--- src/rtl/rld_pkg.sv ---
// Package for the row lead delay line: controller states, command and status structs,
// and the int64 to float64 conversion function. No dependencies.
`default_nettype none
package rld_pkg;

    localparam logic [1:0] KIND_INT64 = 2'd0;
    localparam logic [1:0] KIND_FLOAT = 2'd1;

    typedef enum logic [1:0] {
        ST_IDLE,
        ST_DRAIN
    } t_state;

    // Commands from the controller to the datapath.
    typedef struct packed {
        logic store;    // Append the incoming row (no result).
        logic emit;     // Emit the oldest row with the incoming lead value.
        logic drain;    // Emit the oldest row as a flush result.
        logic clear;    // Reset pointer and count after a drain.
    } t_cmd;

    // Status from the datapath to the controller.
    typedef struct packed {
        logic out_busy;     // Output register holds an untaken result.
        logic out_take;     // Output register is being emptied this cycle.
        logic held_zero;    // No rows held.
        logic held_lt_off;  // Fewer rows held than the effective offset.
        logic held_one;     // Exactly one row held.
    } t_status;

    // Signed 64-bit integer to IEEE double, round to nearest even.
    function automatic logic [63:0] int_to_double(input logic [63:0] raw);
        logic        sgn;
        logic [63:0] mag;
        logic [63:0] norm;
        logic [6:0]  lz;
        logic [10:0] expo;
        logic [52:0] mant;
        logic        guard;
        logic        sticky;
        logic        rnd;
        logic [53:0] sum;
        sgn = raw[63];
        mag = sgn ? (~raw + 64'd1) : raw;
        lz = 7'd64;
        for (int i = 0; i < 64; i++) begin
            if (mag[i]) begin
                lz = 7'(63 - i);
            end
        end
        norm = mag << lz[5:0];
        mant = norm[63:11];
        guard = norm[10];
        sticky = |norm[9:0];
        rnd = guard & (sticky | mant[0]);
        sum = {1'b0, mant} + {53'd0, rnd};
        expo = 11'(1023 + 63) - {4'd0, lz};
        if (sum[53]) begin
            expo = expo + 11'd1;
        end
        if (mag == 64'd0) begin
            int_to_double = 64'd0;
        end else if (sum[53]) begin
            int_to_double = {sgn, expo, 52'd0};
        end else begin
            int_to_double = {sgn, expo, sum[51:0]};
        end
    endfunction

endpackage
`default_nettype wire

--- src/rtl/rld_ctrl.sv ---
// Controller of the row lead delay line: accepts transactions and sequences flush drains.
// Depends on rld_pkg.
`default_nettype none
module rld_ctrl (
    input  wire              i_clk,
    input  wire              i_rst_n,
    input  wire              i_valid,
    input  wire              i_mode,
    output logic             o_ready,
    input  wire rld_pkg::t_status i_status,
    output rld_pkg::t_cmd    o_cmd
);

    rld_pkg::t_state r_state;
    rld_pkg::t_state n_state;
    logic            w_out_free;
    logic            w_acc;

    assign w_out_free = !i_status.out_busy || i_status.out_take;
    assign w_acc      = i_valid && o_ready;

    always_ff @(posedge i_clk) begin
        if (!i_rst_n) begin
            r_state <= rld_pkg::ST_IDLE;
        end else begin
            r_state <= n_state;
        end
    end

    always_comb begin
        n_state = r_state;
        case (r_state)
            rld_pkg::ST_IDLE: begin
                if (w_acc && i_mode && !i_status.held_zero) begin
                    n_state = rld_pkg::ST_DRAIN;
                end
            end
            rld_pkg::ST_DRAIN: begin
                if (w_out_free && i_status.held_one) begin
                    n_state = rld_pkg::ST_IDLE;
                end
            end
            default: n_state = rld_pkg::ST_IDLE;
        endcase
    end

    always_comb begin
        o_ready = 1'b0;
        o_cmd   = '0;
        case (r_state)
            rld_pkg::ST_IDLE: begin
                // Storing never produces a result, so only emits and flushes wait on the output.
                o_ready = w_out_free || (!i_mode && i_status.held_lt_off);
                if (w_acc && !i_mode) begin
                    o_cmd.store = i_status.held_lt_off;
                    o_cmd.emit  = !i_status.held_lt_off;
                end
            end
            rld_pkg::ST_DRAIN: begin
                if (w_out_free) begin
                    o_cmd.drain = 1'b1;
                    o_cmd.clear = i_status.held_one;
                end
            end
            default: ;
        endcase
    end

    a_drain_no_accept: assert property (@(posedge i_clk) disable iff (!i_rst_n)
        r_state == rld_pkg::ST_DRAIN |-> !o_ready)
        else $error("input accepted during drain");
    a_drain_has_rows: assert property (@(posedge i_clk) disable iff (!i_rst_n)
        r_state == rld_pkg::ST_DRAIN |-> !i_status.held_zero)
        else $error("drain with no rows held");
    a_one_cmd: assert property (@(posedge i_clk) disable iff (!i_rst_n)
        $onehot0({o_cmd.store, o_cmd.emit, o_cmd.drain}))
        else $error("conflicting commands");

endmodule
`default_nettype wire

--- src/rtl/rld_dpath.sv ---
// Datapath of the row lead delay line: ring store, pointer and count, conversion, and
// the output register. Depends on rld_pkg.
`default_nettype none
module rld_dpath #(
    parameter int MAX_OFFSET   = 16,
    parameter int PAYLOAD_BITS = 64
) (
    input  wire                     i_clk,
    input  wire                     i_rst_n,
    input  wire                     i_cfg_we,
    input  wire  [4:0]              i_cfg_data,
    input  wire  [PAYLOAD_BITS-1:0] i_payload,
    input  wire  [63:0]             i_lead_value,
    input  wire  [1:0]              i_value_kind,
    input  wire                     i_value_null,
    input  wire rld_pkg::t_cmd      i_cmd,
    output rld_pkg::t_status        o_status,
    input  wire                     i_out_ready,
    output logic                    o_out_valid,
    output logic [PAYLOAD_BITS-1:0] o_out_payload,
    output logic [63:0]             o_lead_bits,
    output logic                    o_lead_null,
    output logic                    o_last
);

    localparam int AW = (MAX_OFFSET > 1) ? $clog2(MAX_OFFSET) : 1;
    localparam int CW = $clog2(MAX_OFFSET + 1);

    logic [PAYLOAD_BITS-1:0] r_mem [MAX_OFFSET];
    logic [4:0]              r_offset;
    logic [AW-1:0]           r_oldest;
    logic [CW-1:0]           r_held;
    logic [CW-1:0]           w_eff;
    logic [AW-1:0]           w_wslot;
    logic [AW-1:0]           w_onext;
    logic [63:0]             w_bits;

    // Every index sum stays below twice the depth, so one subtract wraps it.
    function automatic logic [AW-1:0] wrap(input logic [CW:0] v);
        logic [CW:0] m;
        m = (v >= (CW+1)'(MAX_OFFSET)) ? v - (CW+1)'(MAX_OFFSET) : v;
        wrap = m[AW-1:0];
    endfunction

    always_comb begin
        if (r_offset == 5'd0) begin
            w_eff = CW'(1);
        end else if ({27'd0, r_offset} > MAX_OFFSET) begin
            w_eff = CW'(MAX_OFFSET);
        end else begin
            w_eff = CW'(r_offset);
        end
    end

    assign w_onext = wrap({{(CW+1-AW){1'b0}}, r_oldest} + (CW+1)'(1));
    assign w_wslot = i_cmd.emit
        ? wrap({{(CW+1-AW){1'b0}}, w_onext} + {1'b0, r_held} - (CW+1)'(1))
        : wrap({{(CW+1-AW){1'b0}}, r_oldest} + {1'b0, r_held});

    always_comb begin
        case (i_value_kind)
            rld_pkg::KIND_INT64: w_bits = rld_pkg::int_to_double(i_lead_value);
            rld_pkg::KIND_FLOAT: w_bits = i_lead_value;
            default:             w_bits = 64'd0;
        endcase
        if (i_value_null) begin
            w_bits = 64'd0;
        end
    end

    assign o_status.out_busy    = o_out_valid;
    assign o_status.out_take    = o_out_valid && i_out_ready;
    assign o_status.held_zero   = r_held == '0;
    assign o_status.held_lt_off = r_held < w_eff;
    assign o_status.held_one    = r_held == CW'(1);

    always_ff @(posedge i_clk) begin
        if (i_cmd.store || i_cmd.emit) begin
            r_mem[w_wslot] <= i_payload;
        end
        if (i_cmd.emit || i_cmd.drain) begin
            o_out_payload <= r_mem[r_oldest];
            o_lead_bits   <= i_cmd.emit ? w_bits : 64'd0;
            o_lead_null   <= i_cmd.emit ? i_value_null : 1'b1;
            o_last        <= i_cmd.emit ? 1'b1 : (r_held == CW'(1));
        end
    end

    always_ff @(posedge i_clk) begin
        if (!i_rst_n) begin
            r_offset    <= 5'd1;
            r_oldest    <= '0;
            r_held      <= '0;
            o_out_valid <= 1'b0;
        end else begin
            if (i_cfg_we) begin
                r_offset <= i_cfg_data;
            end
            if (i_cmd.store) begin
                r_held <= r_held + CW'(1);
            end
            if (i_cmd.emit) begin
                r_oldest <= w_onext;
            end
            if (i_cmd.drain) begin
                r_oldest <= i_cmd.clear ? '0 : w_onext;
                r_held   <= r_held - CW'(1);
            end
            if (i_cmd.emit || i_cmd.drain) begin
                o_out_valid <= 1'b1;
            end else if (i_out_ready) begin
                o_out_valid <= 1'b0;
            end
        end
    end

    a_held_bound: assert property (@(posedge i_clk) disable iff (!i_rst_n)
        r_held <= CW'(MAX_OFFSET))
        else $error("held count above store depth");
    a_no_overwrite: assert property (@(posedge i_clk) disable iff (!i_rst_n)
        (i_cmd.emit || i_cmd.drain) && o_out_valid |-> i_out_ready)
        else $error("result overwritten before taken");
    a_clear_empties: assert property (@(posedge i_clk) disable iff (!i_rst_n)
        i_cmd.clear |=> r_held == '0 && r_oldest == '0)
        else $error("drain end did not empty the store");

endmodule
`default_nettype wire

--- src/rtl/row_lead_delay_line.sv ---
// Top level of the row lead delay line: lead window function over a row stream.
// Depends on rld_pkg, rld_ctrl and rld_dpath.
//
//  channel   | direction | handshake           | contents
//  ----------+-----------+---------------------+---------------------------------------
//  s_axis    | in        | tvalid/tready       | rows and flush requests
//  m_axis    | out       | tvalid/tready       | older row with lead value
//  cfg       | in        | i_cfg_we            | lead_offset
//
// A data row makes one store write and, when it emits a result, one store read. A flush
// that finds N rows held is accepted, then gives one result per cycle out of the ring
// store read port while the output does not stall, and blocks input until the last one is
// issued. Reset is synchronous and active low; it clears the pointer, the count, the output
// valid and the offset (back to 1) but not the store contents.
// The output register lets a new row be accepted in the same cycle that a waiting result
// is taken; a stall on the output holds any flush and any row that would produce a result.
`default_nettype none
module row_lead_delay_line #(
    parameter int MAX_OFFSET   = 16,
    parameter int PAYLOAD_BITS = 64
) (
    input  wire          i_clk,
    input  wire          i_rst_n,
    input  wire          i_cfg_we,
    input  wire  [4:0]   i_cfg_data,      // lead_offset
    input  wire          s_axis_tvalid,
    output logic         s_axis_tready,
    // tdata: row_payload[63:0], lead_value[127:64], value_kind[129:128],
    // value_null[130], zeros to bit 135.
    input  wire  [135:0] s_axis_tdata,
    input  wire          s_axis_tuser,    // mode
    output logic         m_axis_tvalid,
    input  wire          m_axis_tready,
    // tdata: out_payload[63:0], lead_bits[127:64], lead_null[128], zeros to bit 135.
    output logic [135:0] m_axis_tdata,
    output logic         m_axis_tlast     // last
);

    rld_pkg::t_cmd           w_cmd;
    rld_pkg::t_status        w_status;
    logic [PAYLOAD_BITS-1:0] w_out_payload;
    logic [63:0]             w_lead_bits;
    logic                    w_lead_null;

    rld_ctrl u_ctrl (
        .i_clk    (i_clk),
        .i_rst_n  (i_rst_n),
        .i_valid  (s_axis_tvalid),
        .i_mode   (s_axis_tuser),
        .o_ready  (s_axis_tready),
        .i_status (w_status),
        .o_cmd    (w_cmd)
    );

    rld_dpath #(
        .MAX_OFFSET   (MAX_OFFSET),
        .PAYLOAD_BITS (PAYLOAD_BITS)
    ) u_dpath (
        .i_clk         (i_clk),
        .i_rst_n       (i_rst_n),
        .i_cfg_we      (i_cfg_we),
        .i_cfg_data    (i_cfg_data),
        .i_payload     (s_axis_tdata[PAYLOAD_BITS-1:0]),
        .i_lead_value  (s_axis_tdata[127:64]),
        .i_value_kind  (s_axis_tdata[129:128]),
        .i_value_null  (s_axis_tdata[130]),
        .i_cmd         (w_cmd),
        .o_status      (w_status),
        .i_out_ready   (m_axis_tready),
        .o_out_valid   (m_axis_tvalid),
        .o_out_payload (w_out_payload),
        .o_lead_bits   (w_lead_bits),
        .o_lead_null   (w_lead_null),
        .o_last        (m_axis_tlast)
    );

    // The payload is zero-extended into its 64-bit slot.
    assign m_axis_tdata = {7'd0, w_lead_null, w_lead_bits,
                           64'(w_out_payload)};

endmodule
`default_nettype wire

--- config.mk ---
export PLATFORM = sky130hd
export DESIGN_NAME = row_lead_delay_line
export DESIGN_NICKNAME = d
export VERILOG_FILES = /design/src/rtl/rld_pkg.sv /design/src/rtl/rld_ctrl.sv /design/src/rtl/rld_dpath.sv /design/src/rtl/row_lead_delay_line.sv
export SDC_FILE = /design/constraint.sdc
export NUM_CORES = 1
export LEC_CHECK = 0
export BUFFER_PORTS_ARGS = -buffer_cell sky130_fd_sc_hd__clkbuf_2
export CORE_MARGIN = 3
export CORE_UTILIZATION = 47
export CTS_CLUSTER_SIZE = 14
export DETAILED_ROUTE_END_ITERATION = 10
export PLACE_DENSITY = 0.64
export SYNTH_ARGS = -nofsm -noshare
export SYNTH_HDL_FRONTEND = slang
export SYNTH_SLANG_ARGS = --single-unit
--- constraint.sdc ---
create_clock -name i_clk -period 15.4 [get_ports i_clk]
set_input_delay 0 -clock i_clk [delete_from_list [all_inputs] [get_ports i_clk]]
set_output_delay 0 -clock i_clk [all_outputs]
set_load 0.1 [all_outputs]
# After elaboration in Yosys (flattened, before gate mapping)

Memory sizes are Yosys's and may differ from the RTL's. A register that Yosys moved wholly into a read port is not among the register bits.
Index checks and enable logic that the tools add are counted.

Multiplexer cells: 93
Magnitude comparators: 5
Add/sub/neg operators: 13
Bitwise operators: 4
Reduce and logical (&&, ||, !) cells: 26
Shift operators: 1
Eq/ne operators: 5

Operators by type and width:

| kind                    | number |
|---|---|
| $mux W7                 | 65 |
| $mux W64                | 2 |
| $pmux W64 S2            | 1 |
| $add A64 B1 Y64 const B | 1 |
| $logic_not A64 Y1       | 1 |
| $not A64 Y64            | 1 |
| $shl A64 B6 Y64         | 1 |
| $add A53 B1 Y54         | 1 |
| $mux W52                | 1 |
| $mux W4                 | 7 |
| $mux W5                 | 4 |
| $add A4 B5 Y6           | 2 |
| $ge A6 B5 Y1 const B    | 2 |
| $mux W2                 | 6 |
| $sub A4 B1 Y4 const B   | 3 |
| $add A11 B1 Y11 const B | 1 |
| $mux W11                | 1 |
| $sub A11 B7 Y11 const A | 1 |
| $logic_not A5 Y1        | 2 |
| $reduce_or A10 Y1       | 1 |
| $logic_and A1 B1 Y1     | 7 |
| $reduce_bool A2 Y1      | 3 |
| $sub A6 B1 Y6 const B   | 1 |
| $add A4 B1 Y5 const B   | 1 |
| 18 further kinds        | 31 |

Logic and storage cells: 156
Output and inout bits: 139
Flip-flop bits (word level): 83
Memory bits (writable): 1024
Bits of input ports: 147
Memories kept: 1

Memory list:

| name          | depth | width | rd ports | clocked after Yosys merged registers in | write ports | line            | RTL |
|---|---|---|---|---|---|---|---|
| u_dpath.r_mem | 16    | 64    | 1        | 1                                       | 1           | rld_dpath.sv:29 | `logic [PAYLOAD_BITS-1:0] r_mem [MAX_OFFSET];` |

# Longest topological paths before layout

Depth after elaboration: 76
Depth in mapped cells: 32
Depth with buffers taken out: 24

# Hierarchy

A second synthesis with hierarchy kept.

Cell total of the unflattened synthesis: 3778
Area, all modules: 56578.0 um^2

By module, submodules not included:

| module              | cells each | seq. area each (um^2) | area each (um^2) | times used |
|---|---|---|---|---|
| rld_dpath           | 3753       | 34953.5               | 56409.1          | 1 |
| rld_ctrl            | 16         | 20.0                  | 105.1            | 1 |
| row_lead_delay_line | 9          | 0.0                   | 63.8             | 1 |

# Least setup slack after synthesis

No wires, ideal clock.

Kind: input-to-reg
Start: input port s_axis_tdata[64]
End: register u_dpath.o_lead_bits[38] (data pin)
Data arrival time: 6.096 ns
Library setup time: 0.256 ns
Path slack: 9.048 ns
Stages: 30
Data required time: 15.144 ns
Buffers on the path: 6
Cell sequence: clkbuf_1 > inv_1 > ha_1 > buf_2 > nor3b_2 > nand4_1 > buf_2 > nor4_1 > a21oi_1 > nor3_1 > o211ai_1 > a2bb2o_1 > a21oi_2 > a21oi_4 > inv_2 > buf_6 > mux2_2 > a211oi_1 > a22oi_1 > nor2_1 > ha_1 > inv_1 > or3_1 > clkbuf_1 > nand2b_1 > or4_1 > buf_2 > or3_1 > xor2_1 > a22o_1

Word-level cells in the longest chain between the ends: 76
Elaborated cells on any way between the ends: 77
Classes of those cells: 2 x add/sub; 1 x shift; 69 x mux; 3 x bitwise; 2 x reduce/logical

Ends and longest elaborated chain:

| what                   | line                      | RTL |
|---|---|---|
| from (decl)            | row_lead_delay_line.sv:30 | `input wire [135:0] s_axis_tdata,` |
| $not A64 Y64           | rld_pkg.sv:44             | `mag = sgn ? (~raw + 64'd1) : raw;` |
| $add A64 B1 Y64        | rld_pkg.sv:44             |  |
| $mux W64 (*)           | rld_pkg.sv:44             |  |
| $mux W7 (64 in series) | rld_pkg.sv:47             | `if (mag[i]) begin` |
| $mux W7                | rld_dpath.sv:61           | `case (i_value_kind)` |
| $shl A64 B6 Y64        | rld_pkg.sv:51             | `norm = mag << lz[5:0];` |
| $reduce_or A10 Y1      | rld_pkg.sv:54             | `sticky = \|norm[9:0];` |
| $or A1 B1 Y1           | rld_pkg.sv:55             | `rnd = guard & (sticky \| mant[0]);` |
| $and A1 B1 Y1          | rld_pkg.sv:55             |  |
| $add A53 B1 Y54        | rld_pkg.sv:56             | `sum = {1'b0, mant} + {53'd0, rnd};` |
| $mux W52               | rld_pkg.sv:63             | `end else if (sum[53]) begin` |
| $mux W64 (*)           | rld_pkg.sv:61             | `if (mag == 64'd0) begin` |
| $pmux W64 S2 (*)       | rld_dpath.sv:61           |  |
| to (signal assigned)   | rld_dpath.sv:83           | `o_lead_bits <= i_cmd.emit ? w_bits : 64'd0;` |
| to (decl)              | rld_dpath.sv:21           | `output logic [63:0] o_lead_bits,` |

Every way passes the cells marked *; elsewhere a longest branch is shown, timed or not. The select of a mux whose other input is x is not followed.
A chain may end at the register's enable or synchronous reset.

# Worst setup path after layout

Start: input port s_axis_tdata[64]
End: register u_dpath.o_lead_bits[35] (data pin)

Same word-level chain as after synthesis.

==> impl_metrics.env <==
export IMPL_ioPinCount=286
export IMPL_critPathTopFamily="simple AND/OR/NAND/NOR gates"
export IMPL_ir_drop_mv=0.124
export IMPL_htree_levels=3
export IMPL_layout_cells_non_filler=5776
export IMPL_grt_pass1_wl_um=260000
export IMPL_wl_per_cell_um=31.0
export IMPL_antenna_found_initial=23
export IMPL_clk_latency_ns=0.73
export IMPL_die_area_mm2=0.125
export IMPL_ant_nets=0
export IMPL_vias_per_cell=6.44
export IMPL_tns_ns=0
export IMPL_crit_type="input port to flip-flop"
export IMPL_clock_root_buffer="clkbuf_16"
export IMPL_hold_viol=0
export IMPL_p_leak_nw=20.5
export IMPL_critPathRequiredTime_ns=15.96
export IMPL_routed_wl_um=179000
export IMPL_synthArstFlopShare=0
export IMPL_place_congestion=1.02
export IMPL_r2r_start="u_dpath.r_offset[4]"
export IMPL_dr_pass1_iters=6
export IMPL_period_share=0.683
export IMPL_status="completed"
export IMPL_crit_buf_inv=6
export IMPL_fin_hold_ws_ns=0.0986
export IMPL_overflow=0
export IMPL_postCtsSetupBuffers=0
export IMPL_yosysSeqAreaShare=0.614
export IMPL_setup_viol=0
export IMPL_drc=0
export IMPL_drt_initial_drc_count=4556
export IMPL_clk_pin_slew_ns=0.06
export IMPL_initial_core_util=0.474
export IMPL_grt_usage=0.284
export IMPL_grt_max_degree=99
export IMPL_cts_tree="yes"
export IMPL_numPortBuffers=273
export IMPL_synth_distinct_cells=126
export IMPL_finClkSkew_ns=0.0372
export IMPL_final_area_mm2=0.0648
export IMPL_ys_ff_latch=1170
export IMPL_area_growth_synth_to_final_pct=13.8
export IMPL_fp_dieH_um=354
export IMPL_timing_fmax_ghz=0.0951
export IMPL_fin_crit_ns=10.51
export IMPL_dp_cells=5412
export IMPL_min_from="s_axis_tdata[122]"
export IMPL_clk_path_buf_depth=3
export IMPL_num_vias=37208
export IMPL_synth_cells=3714
export IMPL_die_w_um=354
export IMPL_maxSlewHeadroom=0.0976
export IMPL_hp_class="input port to flip-flop"
export IMPL_critPathSlowestCell="xor2_1"
export IMPL_synth_edf_count=1154
export IMPL_rsz0062_at_grt="no"
export IMPL_grt_pass1_vias=36612
export IMPL_crit_path_start_kind="input port"
export IMPL_syn_area_per_cell_um2=15.3
export IMPL_placed_area_mm2=0.0599
export IMPL_power_density_mw_per_mm2=137
export IMPL_final_max_slew_viol_count=0
export IMPL_yosysWarnings=0
export IMPL_drive_above_1_share=0.242
export IMPL_cpPeakStageDelay_ns=0.87
export IMPL_cp_max_fo=55
export IMPL_clock_sinks=1170
export IMPL_synthFlopType="edfxtp_1"
export IMPL_nNetsFinal=4234
export IMPL_cp_end_kind="flip-flop"
export IMPL_cts_inserted_buffers=114
export IMPL_fillers=9739
export IMPL_std_cell_rows=127
export IMPL_syn_cell_area_mm2=0.0569
export IMPL_detailed_place_hpwl_um=114000
export IMPL_worstMarginPinSlew_ns=1.34
export IMPL_maxCapViolCount=0
export IMPL_core_mm2=0.120
export IMPL_worst_ep_arrival_time_ns=11.07
export IMPL_startpoint="s_axis_tdata[64]"
[synth_stat cells (45+ instances only)]
cell type | instances | area, um2
edfxtp_1 | 1154 | 34700
mux4_2 | 320 | 7210
nand2_1 | 227 | 852
nor2_1 | 185 | 694
clkbuf_1 | 130 | 488
nand3_1 | 94 | 470
mux2i_1 | 92 | 921
o21ai_0 | 87 | 435
nor3_1 | 84 | 420
xnor2_1 | 83 | 727
a21oi_1 | 70 | 350
o211ai_1 | 65 | 488
buf_2 | 64 | 320
xor2_1 | 62 | 543
nor4_1 | 59 | 369
a211oi_1 | 58 | 435
a22o_1 | 55 | 482
buf_1 | 45 | 169
[cells in the final DEF (no fill, tap or decap), drive strengths merged, types with 38 or more instances in the layout]
| master | count |
|---|---|
| edfxtp | 1154 |
| nor4 | 74 |
| nor3 | 87 |
| nand3 | 98 |
| nand2 | 230 |
| clkbuf | 414 |
| a21oi | 77 |
| mux2 | 38 |
| dlygate4sd3 | 149 |
| clkinv | 45 |
| buf | 83 |
| inv | 39 |
| xor2 | 63 |
| nor2 | 186 |
| o21ai | 101 |
| a22o | 55 |
| mux4 | 320 |
| mux2i | 95 |
| o211ai | 65 |
| xnor2 | 83 |
| nand4 | 42 |
| a211oi | 60 |
[area by class of cell]
class	instances	area (um2)	area share
Multi-Input combinational cell	2242	20800	0.320
Antenna cell	17	42.5	0.000656
Inverter	33	124	0.00191
Sequential cell	1170	35000	0.540
Clock inverter	56	422	0.00650
Timing Repair Buffer	504	3490	0.0538
Clock buffer	142	2980	0.0460
Tap cell	1612	2020	0.0311
[logic make-up after synthesis]
logic type               Yosys count  synth area share
AND/OR/NAND/NOR                  907            0.0850
buffers and inverters            308            0.0248
multiplexers                     453             0.151
XOR/XNOR                         146            0.0226
AO/OA/AOI/OAI                    707            0.0970
adder cells (fa/ha/maj)           22           0.00510
other                              1         0.0000659
flip-flops                      1170             0.614
[metal layers]
| metal | wire length [um] | vias up | track usage |
|---|---|---|---|
| met2 | 85400 | 1760 | 0.454 |
| li1 | - | 15992 | - |
| met1 | 68700 | 19055 | 0.371 |
| met4 | 10300 | 10 | 0.146 |
| met3 | 14700 | 391 | 0.0541 |
| met5 | 73 | - | 0 |
[state kept, by name (all words and copies together) (netlist names)]
name,count
u_dpath.o_out_payload,64
u_dpath.r_mem,1024
u_dpath.o_out_valid,1
u_dpath.r_oldest,4
u_ctrl.r_state,1
u_dpath.r_offset,5
u_dpath.o_lead_bits,64
u_dpath.o_last,1
u_dpath.r_held,5
u_dpath.o_lead_null,1
[path summary, 6_finish.rpt]
check / cells after the start / slack, ns / end
max: 26 / 4.89 / u_dpath.o_lead_bits[35]
min: 3 / 0.1 / u_dpath.o_lead_bits[58]
max reg2reg: 18 / 9.62 / u_dpath.r_mem[14][63]
min reg2reg: 2 / 0.63 / u_dpath.r_held[4]
[stage by stage]
stage	power (mW)	utilization	setup slack, ns
after floorplan	5.71	-	9.05
after global placement	6.35	0.499	5.27
after detailed placement	6.35	0.499	5.29
after CTS	8.96	0.539	5.47
after global routing	9.24	0.539	4.41
final	8.91	0.540	4.89
[where the power goes]
group / switching (mW) / internal (mW) / total [mW]
sequential: 0.0800 / 3.78 / 3.86
clock: 1.17 / 1.40 / 2.57
combinational: 1.68 / 0.795 / 2.48
total: 2.93 / 5.98 / 8.91
[worst min-delay path: cells and delay by family]
| kind | cells | cell delay, ns |
|---|---|---|
| AO/OA/AOI/OAI | 2 | 0.35 |
| buffers and inverters | 1 | 0.34 |
[repair_timing]
action | in CTS | in global routing
hold buffers | 149 | 0
resized for setup | 0 | 0
hold endpoints to repair | 1101 | 0
(Power assumes the default switching activity.)
